$ cat config.mk
export PLATFORM = sky130hd
export DESIGN_NAME = oscillator_setting_selector_unit
export DESIGN_NICKNAME = d
export VERILOG_FILES = /design/src/rtl/core/osc_sel_pkg.sv /design/src/rtl/core/osc_sel_div.sv /design/src/rtl/core/oscillator_setting_selector_unit.sv
export SDC_FILE = /design/constraint.sdc
export NUM_CORES = 2
export LEC_CHECK = 0
export BUFFER_PORTS_ARGS = -buffer_cell sky130_fd_sc_hd__buf_2
export CORE_ASPECT_RATIO = 1.4
export CORE_UTILIZATION = 67
export CTS_BUF_LIST = sky130_fd_sc_hd__clkbuf_2 sky130_fd_sc_hd__clkbuf_4 sky130_fd_sc_hd__clkbuf_8
export CTS_CLUSTER_SIZE = 25
export DETAILED_ROUTE_END_ITERATION = 10
export PLACE_DENSITY = 0.85
export SLEW_MARGIN = 20
export SYNTH_ARGS = -nofsm -noshare
export SYNTH_HDL_FRONTEND = slang
export SYNTH_HIERARCHICAL = 1
export SYNTH_SLANG_ARGS = --single-unit
$ cat constraint.sdc
create_clock -name clk -period 15.5 [get_ports clk]
set_input_delay 2.325 -clock clk [delete_from_list [all_inputs] [get_ports clk]]
set_output_delay 2.325 -clock clk [all_outputs]
set_load 0.1 [all_outputs]
$ cat src/rtl/core/osc_sel_pkg.sv
// Package: shared types, band tables and widths for the oscillator setting selector.
`timescale 1ns / 1ps
`default_nettype none
package osc_sel_pkg;

  localparam int unsigned DEPTH = 16;
  localparam int unsigned DW    = 34;

  typedef enum logic [1:0] {
    KIND_STORE  = 2'd0,
    KIND_SELECT = 2'd1,
    KIND_CLEAR  = 2'd2,
    KIND_NONE   = 2'd3
  } kind_t;

  typedef enum logic [3:0] {
    S_IDLE,
    S_READ,
    S_CHECK,
    S_START,
    S_CAND,
    S_CWAIT,
    S_EDONE,
    S_NEXT,
    S_KWAIT
  } state_t;

  typedef struct packed {
    logic [31:0] hz;
    logic [11:0] tune;
  } entry_t;

  localparam logic [31:0] BAND_LO [DEPTH] = '{
    32'd30000000, 32'd30000000, 32'd20000000, 32'd15000000,
    32'd12000000, 32'd8000000,  32'd5000000,  32'd4000000,
    32'd5000000,  32'd2000000,  32'd1000000,  32'd200000,
    32'd150000,   32'd100000,   32'd80000,    32'd60000
  };

  localparam logic [31:0] BAND_HI [DEPTH] = '{
    32'd300000000, 32'd250000000, 32'd90000000, 32'd80000000,
    32'd70000000,  32'd55000000,  32'd45000000, 32'd35000000,
    32'd55000000,  32'd40000000,  32'd35000000, 32'd5000000,
    32'd5000000,   32'd2000000,   32'd1500000,  32'd1000000
  };

  // ceil(2^37 / 125): (n >> 3) * KHZ_MUL >> 37 gives n / 1000
  localparam logic [30:0]   KHZ_MUL = 31'd1099511628;
  localparam logic [DW-1:0] KHZ_RND = DW'(999);

endpackage
`default_nettype wire

$ cat src/rtl/core/osc_sel_div.sv
// Restoring divider, one quotient bit per cycle.
`timescale 1ns / 1ps
`default_nettype none
module osc_sel_div (
  input  wire logic                         clk,
  input  wire logic                         rst_n,
  input  wire logic                         go,
  input  wire logic [osc_sel_pkg::DW-1:0]   num,
  input  wire logic [osc_sel_pkg::DW-1:0]   den,
  output logic                              busy,
  output logic                              done,
  output logic [osc_sel_pkg::DW-1:0]        quo
);
  localparam int unsigned DW = osc_sel_pkg::DW;
  localparam int unsigned CW = $clog2(DW + 1);

  logic [DW:0]   rem_r, rem_nxt;
  logic [DW-1:0] q_r, q_nxt;
  logic [DW-1:0] den_r;
  logic [CW-1:0] cnt_r, cnt_nxt;
  logic          busy_r, busy_nxt, done_r, done_nxt;
  logic [DW:0]   trial;

  always_comb begin
    trial    = {rem_r[DW-1:0], q_r[DW-1]};
    rem_nxt  = rem_r;
    q_nxt    = q_r;
    cnt_nxt  = cnt_r;
    busy_nxt = busy_r;
    done_nxt = 1'b0;
    if (go) begin
      rem_nxt  = '0;
      q_nxt    = num;
      cnt_nxt  = CW'(DW);
      busy_nxt = 1'b1;
    end else if (busy_r) begin
      if (trial >= {1'b0, den_r}) begin
        rem_nxt = trial - {1'b0, den_r};
        q_nxt   = {q_r[DW-2:0], 1'b1};
      end else begin
        rem_nxt = trial;
        q_nxt   = {q_r[DW-2:0], 1'b0};
      end
      cnt_nxt = cnt_r - CW'(1);
      if (cnt_r == CW'(1)) begin
        busy_nxt = 1'b0;
        done_nxt = 1'b1;
      end
    end
  end

  always_ff @(posedge clk) begin
    if (!rst_n) begin
      busy_r <= 1'b0;
      done_r <= 1'b0;
      cnt_r  <= '0;
    end else begin
      busy_r <= busy_nxt;
      done_r <= done_nxt;
      cnt_r  <= cnt_nxt;
    end
    rem_r <= rem_nxt;
    q_r   <= q_nxt;
    if (go) den_r <= den;
  end

  assign busy = busy_r;
  assign done = done_r;
  assign quo  = q_r;

  a_no_restart: assert property (@(posedge clk) disable iff (!rst_n) go |-> !busy_r)
    else $error("divider restarted while busy");
  a_done_end: assert property (@(posedge clk) disable iff (!rst_n) done_r |-> !busy_r)
    else $error("done while busy");
  a_done_after: assert property (@(posedge clk) disable iff (!rst_n) done_r |-> $past(busy_r))
    else $error("done without run");
endmodule
`default_nettype wire

$ cat src/rtl/core/oscillator_setting_selector_unit.sv
// Top level: calibration table and divider selection sequencer.
//
//   channel | ports                               | handshake
//   in      | in_kind, in_entry_index, in_tune... | start && !busy
//   out     | out_status ... out_target_khz       | out_valid, one cycle
//
// Store, clear and rejected items: result in the cycle after acceptance, busy stays low.
// Select: per usable entry one division for the start divider when the target is below
// the entry frequency, then up to seven candidate divisions, and a table walk; kilohertz
// comes from a reciprocal multiply. One shared divider serves all divisions.
// Valid bits clear at reset.
// The result cannot be stalled; it is shown for exactly one cycle.
`timescale 1ns / 1ps
`default_nettype none
module oscillator_setting_selector_unit #(
  parameter int unsigned ENTRIES  = 16,
  parameter int unsigned HALF_MAX = 65535
) (
  input  wire logic        clk,
  input  wire logic        rst_n,
  input  wire logic        start,
  output logic             busy,
  input  wire logic [1:0]  in_kind,
  input  wire logic [3:0]  in_entry_index,
  input  wire logic [11:0] in_tune_value,
  input  wire logic [31:0] in_entry_hz,
  input  wire logic [31:0] in_target_hz,
  output logic             out_valid,
  output logic             out_status,
  output logic [3:0]       out_chosen_index,
  output logic [11:0]      out_chosen_tune,
  output logic [15:0]      out_half_edges,
  output logic [27:0]      out_achieved_hz,
  output logic [22:0]      out_target_khz
);
  localparam int unsigned DW = osc_sel_pkg::DW;
  localparam logic [DW-1:0] HMAX = DW'(HALF_MAX);
  localparam logic [3:0] LAST = 4'(ENTRIES - 1);

  osc_sel_pkg::entry_t mem [osc_sel_pkg::DEPTH];
  osc_sel_pkg::entry_t rd_r;
  logic [osc_sel_pkg::DEPTH-1:0] valid_r, valid_nxt;
  logic mem_we;

  osc_sel_pkg::state_t state_r, state_nxt;
  logic [3:0]    idx_r, idx_nxt;
  logic [31:0]   t_r, t_nxt, f_r, f_nxt;
  logic [11:0]   tune_r, tune_nxt;
  logic [DW-1:0] st_r, st_nxt;
  logic [2:0]    k_r, k_nxt;
  logic          single_r, single_nxt;
  logic [DW-1:0] eerr_r, eerr_nxt, ehalf_r, ehalf_nxt, eq_r, eq_nxt;
  logic          gfound_r, gfound_nxt;
  logic [DW-1:0] gerr_r, gerr_nxt, ghalf_r, ghalf_nxt, gq_r, gq_nxt;
  logic [3:0]    gidx_r, gidx_nxt;
  logic [11:0]   gtune_r, gtune_nxt;

  logic          ov_r, ov_nxt, os_r, os_nxt;
  logic [3:0]    oi_r, oi_nxt;
  logic [11:0]   ot_r, ot_nxt;
  logic [15:0]   oh_r, oh_nxt;
  logic [27:0]   oa_r, oa_nxt;
  logic [22:0]   ok_r, ok_nxt;

  logic          div_go, div_busy, div_done;
  logic [DW-1:0] div_num, div_den, div_q;
  logic          accept, in_ok, rd_ok;
  logic [DW-1:0] cand, plus, err;
  logic [DW-1:0] kn;
  logic [59:0]   kprod_r, kprod_nxt;

  osc_sel_div u_div (
    .clk  (clk),
    .rst_n(rst_n),
    .go   (div_go),
    .num  (div_num),
    .den  (div_den),
    .busy (div_busy),
    .done (div_done),
    .quo  (div_q)
  );

  assign accept = start && !busy;
  assign in_ok  = (32'(in_entry_index) < 32'(ENTRIES)) &&
                  (in_entry_hz >= osc_sel_pkg::BAND_LO[in_entry_index]) &&
                  (in_entry_hz <= osc_sel_pkg::BAND_HI[in_entry_index]);
  assign mem_we = accept && (in_kind == osc_sel_pkg::KIND_STORE) && in_ok;
  assign rd_ok  = valid_r[idx_r] && (rd_r.hz >= osc_sel_pkg::BAND_LO[idx_r]) &&
                  (rd_r.hz <= osc_sel_pkg::BAND_HI[idx_r]);
  assign plus   = st_r + DW'(k_r);
  assign cand   = plus - DW'(3);
  assign err    = (div_q >= DW'(t_r)) ? div_q - DW'(t_r) : DW'(t_r) - div_q;
  assign kn     = DW'(t_r) + osc_sel_pkg::KHZ_RND;
  assign kprod_nxt = 60'(kn[DW-1:3]) * 60'(osc_sel_pkg::KHZ_MUL);

  always_ff @(posedge clk) begin
    if (mem_we) mem[in_entry_index] <= '{hz: in_entry_hz, tune: in_tune_value};
    rd_r <= mem[idx_r];
  end

  always_comb begin
    state_nxt = state_r; idx_nxt = idx_r; t_nxt = t_r; f_nxt = f_r; tune_nxt = tune_r;
    st_nxt = st_r; k_nxt = k_r; single_nxt = single_r;
    eerr_nxt = eerr_r; ehalf_nxt = ehalf_r; eq_nxt = eq_r;
    gfound_nxt = gfound_r; gerr_nxt = gerr_r; ghalf_nxt = ghalf_r; gq_nxt = gq_r;
    gidx_nxt = gidx_r; gtune_nxt = gtune_r;
    valid_nxt = valid_r;
    ov_nxt = 1'b0; os_nxt = 1'b1; oi_nxt = '0; ot_nxt = '0; oh_nxt = '0;
    oa_nxt = '0; ok_nxt = '0;
    div_go = 1'b0; div_num = DW'(f_r); div_den = {cand[DW-2:0], 1'b0};
    case (state_r)
      osc_sel_pkg::S_IDLE: begin
        if (accept) begin
          ov_nxt = 1'b1;
          case (in_kind)
            osc_sel_pkg::KIND_STORE: begin
              if (in_ok) begin
                os_nxt = 1'b0;
                valid_nxt[in_entry_index] = 1'b1;
              end
            end
            osc_sel_pkg::KIND_CLEAR: begin
              os_nxt = 1'b0;
              valid_nxt = '0;
            end
            osc_sel_pkg::KIND_SELECT: begin
              if (in_target_hz != 32'd0) begin
                ov_nxt = 1'b0;
                t_nxt = in_target_hz;
                idx_nxt = '0;
                gfound_nxt = 1'b0;
                state_nxt = osc_sel_pkg::S_READ;
              end
            end
            default: ;
          endcase
        end
      end
      osc_sel_pkg::S_READ: state_nxt = osc_sel_pkg::S_CHECK;
      osc_sel_pkg::S_CHECK: begin
        if (rd_ok) begin
          f_nxt = rd_r.hz;
          tune_nxt = rd_r.tune;
          eerr_nxt = DW'(32'hFFFF_FFFF);
          if (t_r >= rd_r.hz) begin
            st_nxt = DW'(1); k_nxt = 3'd3; single_nxt = 1'b1;
            state_nxt = osc_sel_pkg::S_CAND;
          end else begin
            div_go = 1'b1;
            div_num = DW'(rd_r.hz) + DW'(t_r);
            div_den = {DW'(t_r)} << 1;
            state_nxt = osc_sel_pkg::S_START;
          end
        end else begin
          state_nxt = osc_sel_pkg::S_NEXT;
        end
      end
      osc_sel_pkg::S_START: begin
        if (div_done) begin
          st_nxt = (div_q == '0) ? DW'(1) : ((div_q > HMAX) ? HMAX : div_q);
          k_nxt = '0; single_nxt = 1'b0;
          state_nxt = osc_sel_pkg::S_CAND;
        end
      end
      osc_sel_pkg::S_CAND: begin
        if (plus >= DW'(4) && cand <= HMAX) begin
          div_go = 1'b1;
          state_nxt = osc_sel_pkg::S_CWAIT;
        end else if (single_r || k_r == 3'd6) begin
          state_nxt = osc_sel_pkg::S_EDONE;
        end else begin
          k_nxt = k_r + 3'd1;
        end
      end
      osc_sel_pkg::S_CWAIT: begin
        if (div_done) begin
          if (err < eerr_r) begin
            eerr_nxt = err; ehalf_nxt = cand; eq_nxt = div_q;
          end
          if (single_r || k_r == 3'd6) begin
            state_nxt = osc_sel_pkg::S_EDONE;
          end else begin
            k_nxt = k_r + 3'd1;
            state_nxt = osc_sel_pkg::S_CAND;
          end
        end
      end
      osc_sel_pkg::S_EDONE: begin
        if (!gfound_r || eerr_r < gerr_r) begin
          gfound_nxt = 1'b1; gerr_nxt = eerr_r; ghalf_nxt = ehalf_r; gq_nxt = eq_r;
          gidx_nxt = idx_r; gtune_nxt = tune_r;
        end
        state_nxt = osc_sel_pkg::S_NEXT;
      end
      osc_sel_pkg::S_NEXT: begin
        if (idx_r == LAST) begin
          if (gfound_r) begin
            state_nxt = osc_sel_pkg::S_KWAIT;
          end else begin
            ov_nxt = 1'b1;
            state_nxt = osc_sel_pkg::S_IDLE;
          end
        end else begin
          idx_nxt = idx_r + 4'd1;
          state_nxt = osc_sel_pkg::S_READ;
        end
      end
      osc_sel_pkg::S_KWAIT: begin
        ov_nxt = 1'b1; os_nxt = 1'b0;
        oi_nxt = gidx_r; ot_nxt = gtune_r; oh_nxt = ghalf_r[15:0];
        oa_nxt = gq_r[27:0]; ok_nxt = kprod_r[59:37];
        state_nxt = osc_sel_pkg::S_IDLE;
      end
      default: state_nxt = osc_sel_pkg::S_IDLE;
    endcase
  end

  always_ff @(posedge clk) begin
    if (!rst_n) begin
      state_r <= osc_sel_pkg::S_IDLE;
      valid_r <= '0;
      ov_r <= 1'b0;
      gfound_r <= 1'b0;
    end else begin
      state_r <= state_nxt;
      valid_r <= valid_nxt;
      ov_r <= ov_nxt;
      gfound_r <= gfound_nxt;
    end
    idx_r <= idx_nxt; t_r <= t_nxt; f_r <= f_nxt; tune_r <= tune_nxt;
    st_r <= st_nxt; k_r <= k_nxt; single_r <= single_nxt;
    eerr_r <= eerr_nxt; ehalf_r <= ehalf_nxt; eq_r <= eq_nxt;
    gerr_r <= gerr_nxt; ghalf_r <= ghalf_nxt; gq_r <= gq_nxt;
    gidx_r <= gidx_nxt; gtune_r <= gtune_nxt;
    os_r <= os_nxt; oi_r <= oi_nxt; ot_r <= ot_nxt; oh_r <= oh_nxt;
    oa_r <= oa_nxt; ok_r <= ok_nxt;
    kprod_r <= kprod_nxt;
  end

  assign busy             = (state_r != osc_sel_pkg::S_IDLE);
  assign out_valid        = ov_r;
  assign out_status       = os_r;
  assign out_chosen_index = oi_r;
  assign out_chosen_tune  = ot_r;
  assign out_half_edges   = oh_r;
  assign out_achieved_hz  = oa_r;
  assign out_target_khz   = ok_r;

  a_div_in_scan: assert property (@(posedge clk) disable iff (!rst_n) div_busy |-> busy)
    else $error("divider running while idle");
  a_sel_busy: assert property (@(posedge clk) disable iff (!rst_n)
      (accept && in_kind == osc_sel_pkg::KIND_SELECT && in_target_hz != 32'd0) |=> busy)
    else $error("select did not start scan");
  a_found_idx: assert property (@(posedge clk) disable iff (!rst_n)
      (state_r == osc_sel_pkg::S_KWAIT) |-> (gfound_r && 32'(gidx_r) < 32'(ENTRIES)))
    else $error("bad chosen entry");
  a_ok_half: assert property (@(posedge clk) disable iff (!rst_n)
      (state_r == osc_sel_pkg::S_CWAIT) |-> (cand != '0 && cand <= HMAX))
    else $error("candidate divider out of range");
endmodule
`default_nettype wire

# Word level (Yosys, flattened, before mapping)
# Memories as Yosys holds them, arrays and structs flattened. A register that Yosys moved wholly into a read port is not among the register bits.
# Index checks and enable logic that the tools add are counted.
# op_classes
n_addsub,10
mul,1
magnitude_cmp,17
n_mux,91
bitwise_logic,5
reduce_logical,37
n_eq_ne,26
# op_table
cell,n
34-bit 2-to-1 mux,15
32-bit 2-to-1 mux,8
34-bit one-hot mux with 2 select lines,2
33-bit 2-to-1 mux,3
32-bit greater-or-equal comparator,3
34-bit < comparator,2
32-bit less-or-equal comparator,2
"30-bit by 29-bit multiplier with 58-bit output, second input constant",1
4-bit 2-to-1 mux,14
35-bit by 34-bit greater-or-equal comparator with 1-bit output,1
34-bit by 3-bit adder with 34-bit output,1
"34-bit by 3-bit greater-or-equal comparator with 1-bit output, second input constant",1
34-bit by 32-bit greater-or-equal comparator with 1-bit output,1
"34-bit by 16-bit > comparator with 1-bit output, second input constant",1
"34-bit by 16-bit less-or-equal comparator with 1-bit output, second input constant",1
34-bit zero test,1
32-bit by 34-bit subtractor with 34-bit output,1
"34-bit by 2-bit subtractor with 34-bit output, second input constant",1
34-bit by 32-bit subtractor with 34-bit output,1
34-bit subtractor,1
"32-bit by 10-bit adder with 33-bit output, second input constant",1
32-bit by 32-bit adder with 33-bit output,1
16-bit one-hot mux with 2 select lines,1
4-bit one-hot mux with 8 select lines,1
46 further kinds,122
# word_totals
input_bits,85
romBits,2048
memories,5
output_inout_bits,86
register_bits,564
ramBits,704
# mem_list
memory,words,width,read_ports,rd_clocked_by_memory_dff,wr,line,text
mem,16,44,1,1,1,oscillator_setting_selector_unit.sv:40,osc_sel_pkg::entry_t mem [osc_sel_pkg::DEPTH];
(no name shown),16,32,1,0,0,oscillator_setting_selector_unit.sv:89,(rd_r.hz <= osc_sel_pkg::BAND_HI[idx_r]);
(no name shown),16,32,1,0,0,oscillator_setting_selector_unit.sv:88,assign rd_ok = valid_r[idx_r] && (rd_r.hz >= osc_sel_pkg::BAND_LO[idx_r]) &&
(no name shown),16,32,1,0,0,oscillator_setting_selector_unit.sv:86,(in_entry_hz <= osc_sel_pkg::BAND_HI[in_entry_index]);
(no name shown),16,32,1,0,0,oscillator_setting_selector_unit.sv:85,(in_entry_hz >= osc_sel_pkg::BAND_LO[in_entry_index]) &&

# Depth between registers and ports, before layout
# logic_depth
depth_word,10
mapped_depth,39
ltp_nobuf,39

# Cells and area by module
# Netlist, hierarchy kept.
# modules_own_cells
mod,seq_area_each_um2,cells_each,n_inst,area_each_um2
oscillator_setting_selector_unit,33311.9,5420,1,67716.2
osc_sel_div,2882.8,622,1,6383.6

# Worst setup path after synthesis
# Ideal clock, no wire load.
# synth_path
path_type,input port to flip-flop
start,input port in_entry_index[0]
end,"memory mem[10][0] (netlist name), enable pin"
arrival_time_ns,9.287
cell_stages,20
required_time_ns,14.945
path_buffers,2
path_slack_ns,5.658
path_cell_list,inv_1 > ha_1 > clkbuf_1 > inv_1 > ha_1 > nor2b_1 > a31oi_1 > ha_1 > nand4_1 > nor2_1 > o21ai_0 > nand2_1 > nor3_1 > o21a_1 > o21a_1 > o21ai_0 > a21oi_1 > o211ai_1 > clkbuf_1 > nor4_1
# synth_via
elab_chain_len,9
# synth_lines
element,line,text
from (decl),oscillator_setting_selector_unit.sv:24,"input wire logic [3:0] in_entry_index,"
4-bit NOT with 5-bit output (implied by the code),"oscillator_setting_selector_unit.sv:85, oscillator_setting_selector_unit.sv:86",
"memory read 16 x 32 bit, on equally long branches",n/a,
"32-bit 2-to-1 mux, on equally long branches (2 in a row)","oscillator_setting_selector_unit.sv:85, oscillator_setting_selector_unit.sv:86",
32-bit greater-or-equal comparator / 32-bit less-or-equal comparator (equally long branches),"oscillator_setting_selector_unit.sv:85, oscillator_setting_selector_unit.sv:86",
1-bit logical AND,oscillator_setting_selector_unit.sv:85,
1-bit logical AND,oscillator_setting_selector_unit.sv:87,assign mem_we = accept && (in_kind == osc_sel_pkg::KIND_STORE) && in_ok;
1-bit 2-to-1 mux,oscillator_setting_selector_unit.sv:97,"if (mem_we) mem[in_entry_index] <= '{hz: in_entry_hz, tune: in_tune_value};"
1-bit 2-to-1 mux (implied by the code),oscillator_setting_selector_unit.sv:97,
to (decl),oscillator_setting_selector_unit.sv:40,
# Parallel ways exist; a longest one is shown, timed or not. The select of a mux whose other input is x is not followed.

# Worst setup path after layout
# layout_path
start,register t_r[2]
end,register kprod_r[57]
# layout_via
elab_chain_len,2
# layout_lines
element,line,text
from (decl),oscillator_setting_selector_unit.sv:47,"logic [31:0] t_r, t_nxt, f_r, f_nxt;"
from (signal assigned),oscillator_setting_selector_unit.sv:230,idx_r <= idx_nxt; t_r <= t_nxt; f_r <= f_nxt; tune_r <= tune_nxt;
32-bit by 10-bit adder with 33-bit output,oscillator_setting_selector_unit.sv:93,assign kn = DW'(t_r) + osc_sel_pkg::KHZ_RND;
30-bit by 29-bit multiplier with 58-bit output,oscillator_setting_selector_unit.sv:94,assign kprod_nxt = 60'(kn[DW-1:3]) * 60'(osc_sel_pkg::KHZ_MUL);
net kprod_nxt[57],oscillator_setting_selector_unit.sv:70,"logic [59:0] kprod_r, kprod_nxt;"
to (signal assigned),oscillator_setting_selector_unit.sv:237,kprod_r <= kprod_nxt;
to (decl),oscillator_setting_selector_unit.sv:70,
# The timed path passes the listed nets, and every way through them passes these cells.
# A chain may end at the register's enable or synchronous reset.

==> qor.yml <==
clock_network:
  cts-root-buf: "clkbuf_8"
  clock_latency_ps: 940
  cts_buffer_depth: 3
  post_cts_buffers: 0
  clock-sinks: 1277
  htreeDepth: 4
  path_clk_slew_ps: 80
  cts_tree: "built"
  ctsResizeCount: 0
  numCtsBuffers: 180
  cts_hold_buf: 0
power:
  sw_frac_of_total_pct: 43.9
  power_frac_seq_pct: 24.3
  vdd.ir_drop.worst_mv: 0.445
  p_leak_nw: 33.2
  power.density_nw_per_um2: 214
  power.internal_w: 0.00967
  power_frac_comb_pct: 59.6
  clkPwrFrac_pct: 16.1
  p_switching_w: 0.00755
sta:
  fin_crit_sh_pct: 71.2
  finalCriticalPeriod_ps: 11040
  slew_violations: 0
  finalClockSkew_ps: 62.2
  setup_viol: 0
  fin_setup_tns_ps: 0
  slew_headroom_pct: 24.4
  fmax_mhz: 90.6
  hold_violations: 0
  rsz0062_at_grt: "false"
  worst_pin_slew_ps: 1120
setup_path:
  crit_fanout: 7
  critPathCaptureType: "flop"
  arrival_ps: 11850
  cp.required_ps: 16320
  cpMostUsedCell: "fa_1"
  cp_top_family: "adder cells"
  path_buf_inv: 5
  path_class: "flop to flop"
  worst_path_largest_cell_delay_ps: 700
  rrSetupSlack_ps: 4460
  critPathSlowestCell: "xnor2_1"
  critPathLaunchType: "flop"
outcome:
  status: "completed"
global_routing:
  antenna_found_initial: 9
  gr-usage-all-layers_pct: 37.4
  grt_overflow_total: 0
  grt_pass1_wl_um: 310000
  grt_max_degree: 123
  grt_pass1_vias: 52000
logic_synthesis:
  synthCells: 6042
  synth_area_leader_cell: "edfxtp_1"
  synth-edff-count: 1062
  synthArstFlopShare_pct: 0
  netlist_area_um2: 74100
  ys_top_cells_by_count: "edfxtp_1 (1062), inv_1 (732), ha_1 (712), a21oi_1 (314), nand2_1 (286)"
  ys.warnings.count: 6
  synth_seq_cells: 1277
  post-synth-top-count-cell: "edfxtp_1"
  synth.top_cell.area_share_pct: 43.0
  synthTopCellsByArea: "edfxtp_1 (43%), ha_1 (12%), fa_1 (7.6%)"
  ys_types: 101
  syn_avg_cell_area_um2: 12.3
  yosysSeqAreaShare_pct: 48.8
  synth_ff_type: "edfxtp_1"
drt:
  drt_first_pass_iters: 5
  drtAntennaViolNets: 0
  remaining_drc_errors: 0
  avgViaCountPerCell: 6.40
  wl_per_cell_um: 26.4
  vias: 50400
  drt-total-wl_um: 208000
  detail_route.iter0.violations: 5365
die:
  io_pins: 171
  dieArea_um2: 112000
  rows: 144
  die-height_um: 395
  coreArea_um2: 110000
  initial_utilization_pct: 67.4
  die_w_um: 283
run:
  drv_cap: 0
layout:
  fillers: 7193
  post-route-util_pct: 73.3
  syn2layout_area_growth_pct: 8.66
  final_nets: 7338
  drive_gt1_share_pct: 12.2
hold_path:
  hp-class: "flop to flop"
place:
  place_congestion: 1.03
  io_buffers: 170
  dp_hpwl_um: 143000
registers in the layout, indices dropped and copies added, names as in the netlist, 23 cells and up:
| register | cells |
|---|---|
| eerr_r | 34 |
| eq_r | 28 |
| f_r | 32 |
| gerr_r | 34 |
| gq_r | 28 |
| kprod_r | 23 |
| mem | 704 |
| out_achieved_hz | 28 |
| out_target_khz | 23 |
| rd_r | 44 |
| st_r | 34 |
| t_r | 32 |
| u_div/den_r | 34 |
| u_div/quo | 34 |
| u_div/rem_r | 34 |
layout make-up:
class                   count  area (µm²)  share of cell area, %
diodes                      8        20.0                 0.0249
flip-flops and latches   1277       36200                   45.0
multi-input cells        3820       34500                   42.8
clock buffers             244        3050                   3.79
inverters                 735        2760                   3.43
clock inverters            87         714                  0.887
well taps                1460        1830                   2.27
repair buffers            246        1460                   1.81
placed cells by master, fill, tap and decap left out, drive strengths merged, types with 50 or more instances in the layout:
| cell | n |
|---|---|
| a211oi | 52 |
| a21o | 121 |
| a21oi | 317 |
| and3 | 101 |
| buf | 246 |
| clkbuf | 244 |
| clkinv | 66 |
| dfxtp | 215 |
| edfxtp | 1062 |
| fa | 281 |
| ha | 712 |
| inv | 747 |
| mux2i | 204 |
| mux4 | 107 |
| nand2 | 287 |
| nand2b | 71 |
| nand3 | 81 |
| nand4 | 73 |
| nor2 | 256 |
| nor2b | 50 |
| nor3 | 54 |
| o21ai | 253 |
| o221ai | 68 |
| o22ai | 50 |
| xnor2 | 142 |
| xor2 | 63 |
worst paths after layout:
path,from,endpoint,cells past startpoint
max,t_r[2]$_DFFE_PP_,kprod_r[57]$_DFF_P_,34
min,rd_r[3]$_DFF_P_,tune_r[3]$_DFFE_PP_,0
max reg2reg,t_r[2]$_DFFE_PP_,kprod_r[57]$_DFF_P_,34
min reg2reg,rd_r[3]$_DFF_P_,tune_r[3]$_DFFE_PP_,0
worst reg2reg max path, delay by kind of cell, from the launching register on:
family                     cells  cell delay (ps)
adders and majority gates      9             4200
AOI/OAI and AO/OA              9             2770
and+or+nand+nor                9             1980
xor gates and xnor gates       2              880
buffers and inverters          5              590
DFF                            1              500
metrics by stage:
step,power [W],area [µm²],worst slack (ps),instances,hold WS [ps]
global placement,0.0139,76700,4860,7538,387
floorplan,0.0116,74200,5660,6061,386
detailed placement,0.0144,76700,4630,7538,389
global route,0.0187,80500,3980,7873,410
finish,0.0172,80500,4460,7877,405
CTS,0.0172,80500,4570,7869,404
cells by family after synthesis:
family                     count (synthesis)  share of synthesized area (%)
DFF                                     1277                           48.8
and+or+nand+nor                         1124                           7.73
AOI/OAI and AO/OA                       1120                           9.70
adders and majority gates                993                           19.6
buffers and inverters                    964                           4.96
muxes                                    358                           6.72
xor gates and xnor gates                 205                           2.42
other                                      1                        0.00506
per-layer routing:
| metal | track usage [%] | wire length [µm] | vias to the layer above |
|---|---|---|---|
| met4 | 24.7 | 14700 | 6 |
| met5 | 0 | 46 | - |
| li1 | - | - | 22400 |
| met3 | 6.17 | 17600 | 725 |
| met2 | 62.4 | 101000 | 2737 |
| met1 | 44.8 | 74500 | 24600 |
power groups by stage:
| stage | logic [W] | clock network [W] | registers, W |
|---|---|---|---|
| after detailed placement | 0.0101 | 0 | 0.00426 |
| after global routing | 0.0116 | 0.00292 | 0.00420 |
| final | 0.0103 | 0.00277 | 0.00419 |
| after floorplan | 0.00743 | 0 | 0.00415 |
| after global placement | 0.00969 | 0 | 0.00425 |
| after CTS | 0.0102 | 0.00278 | 0.00418 |
(Power assumes the default switching activity.)
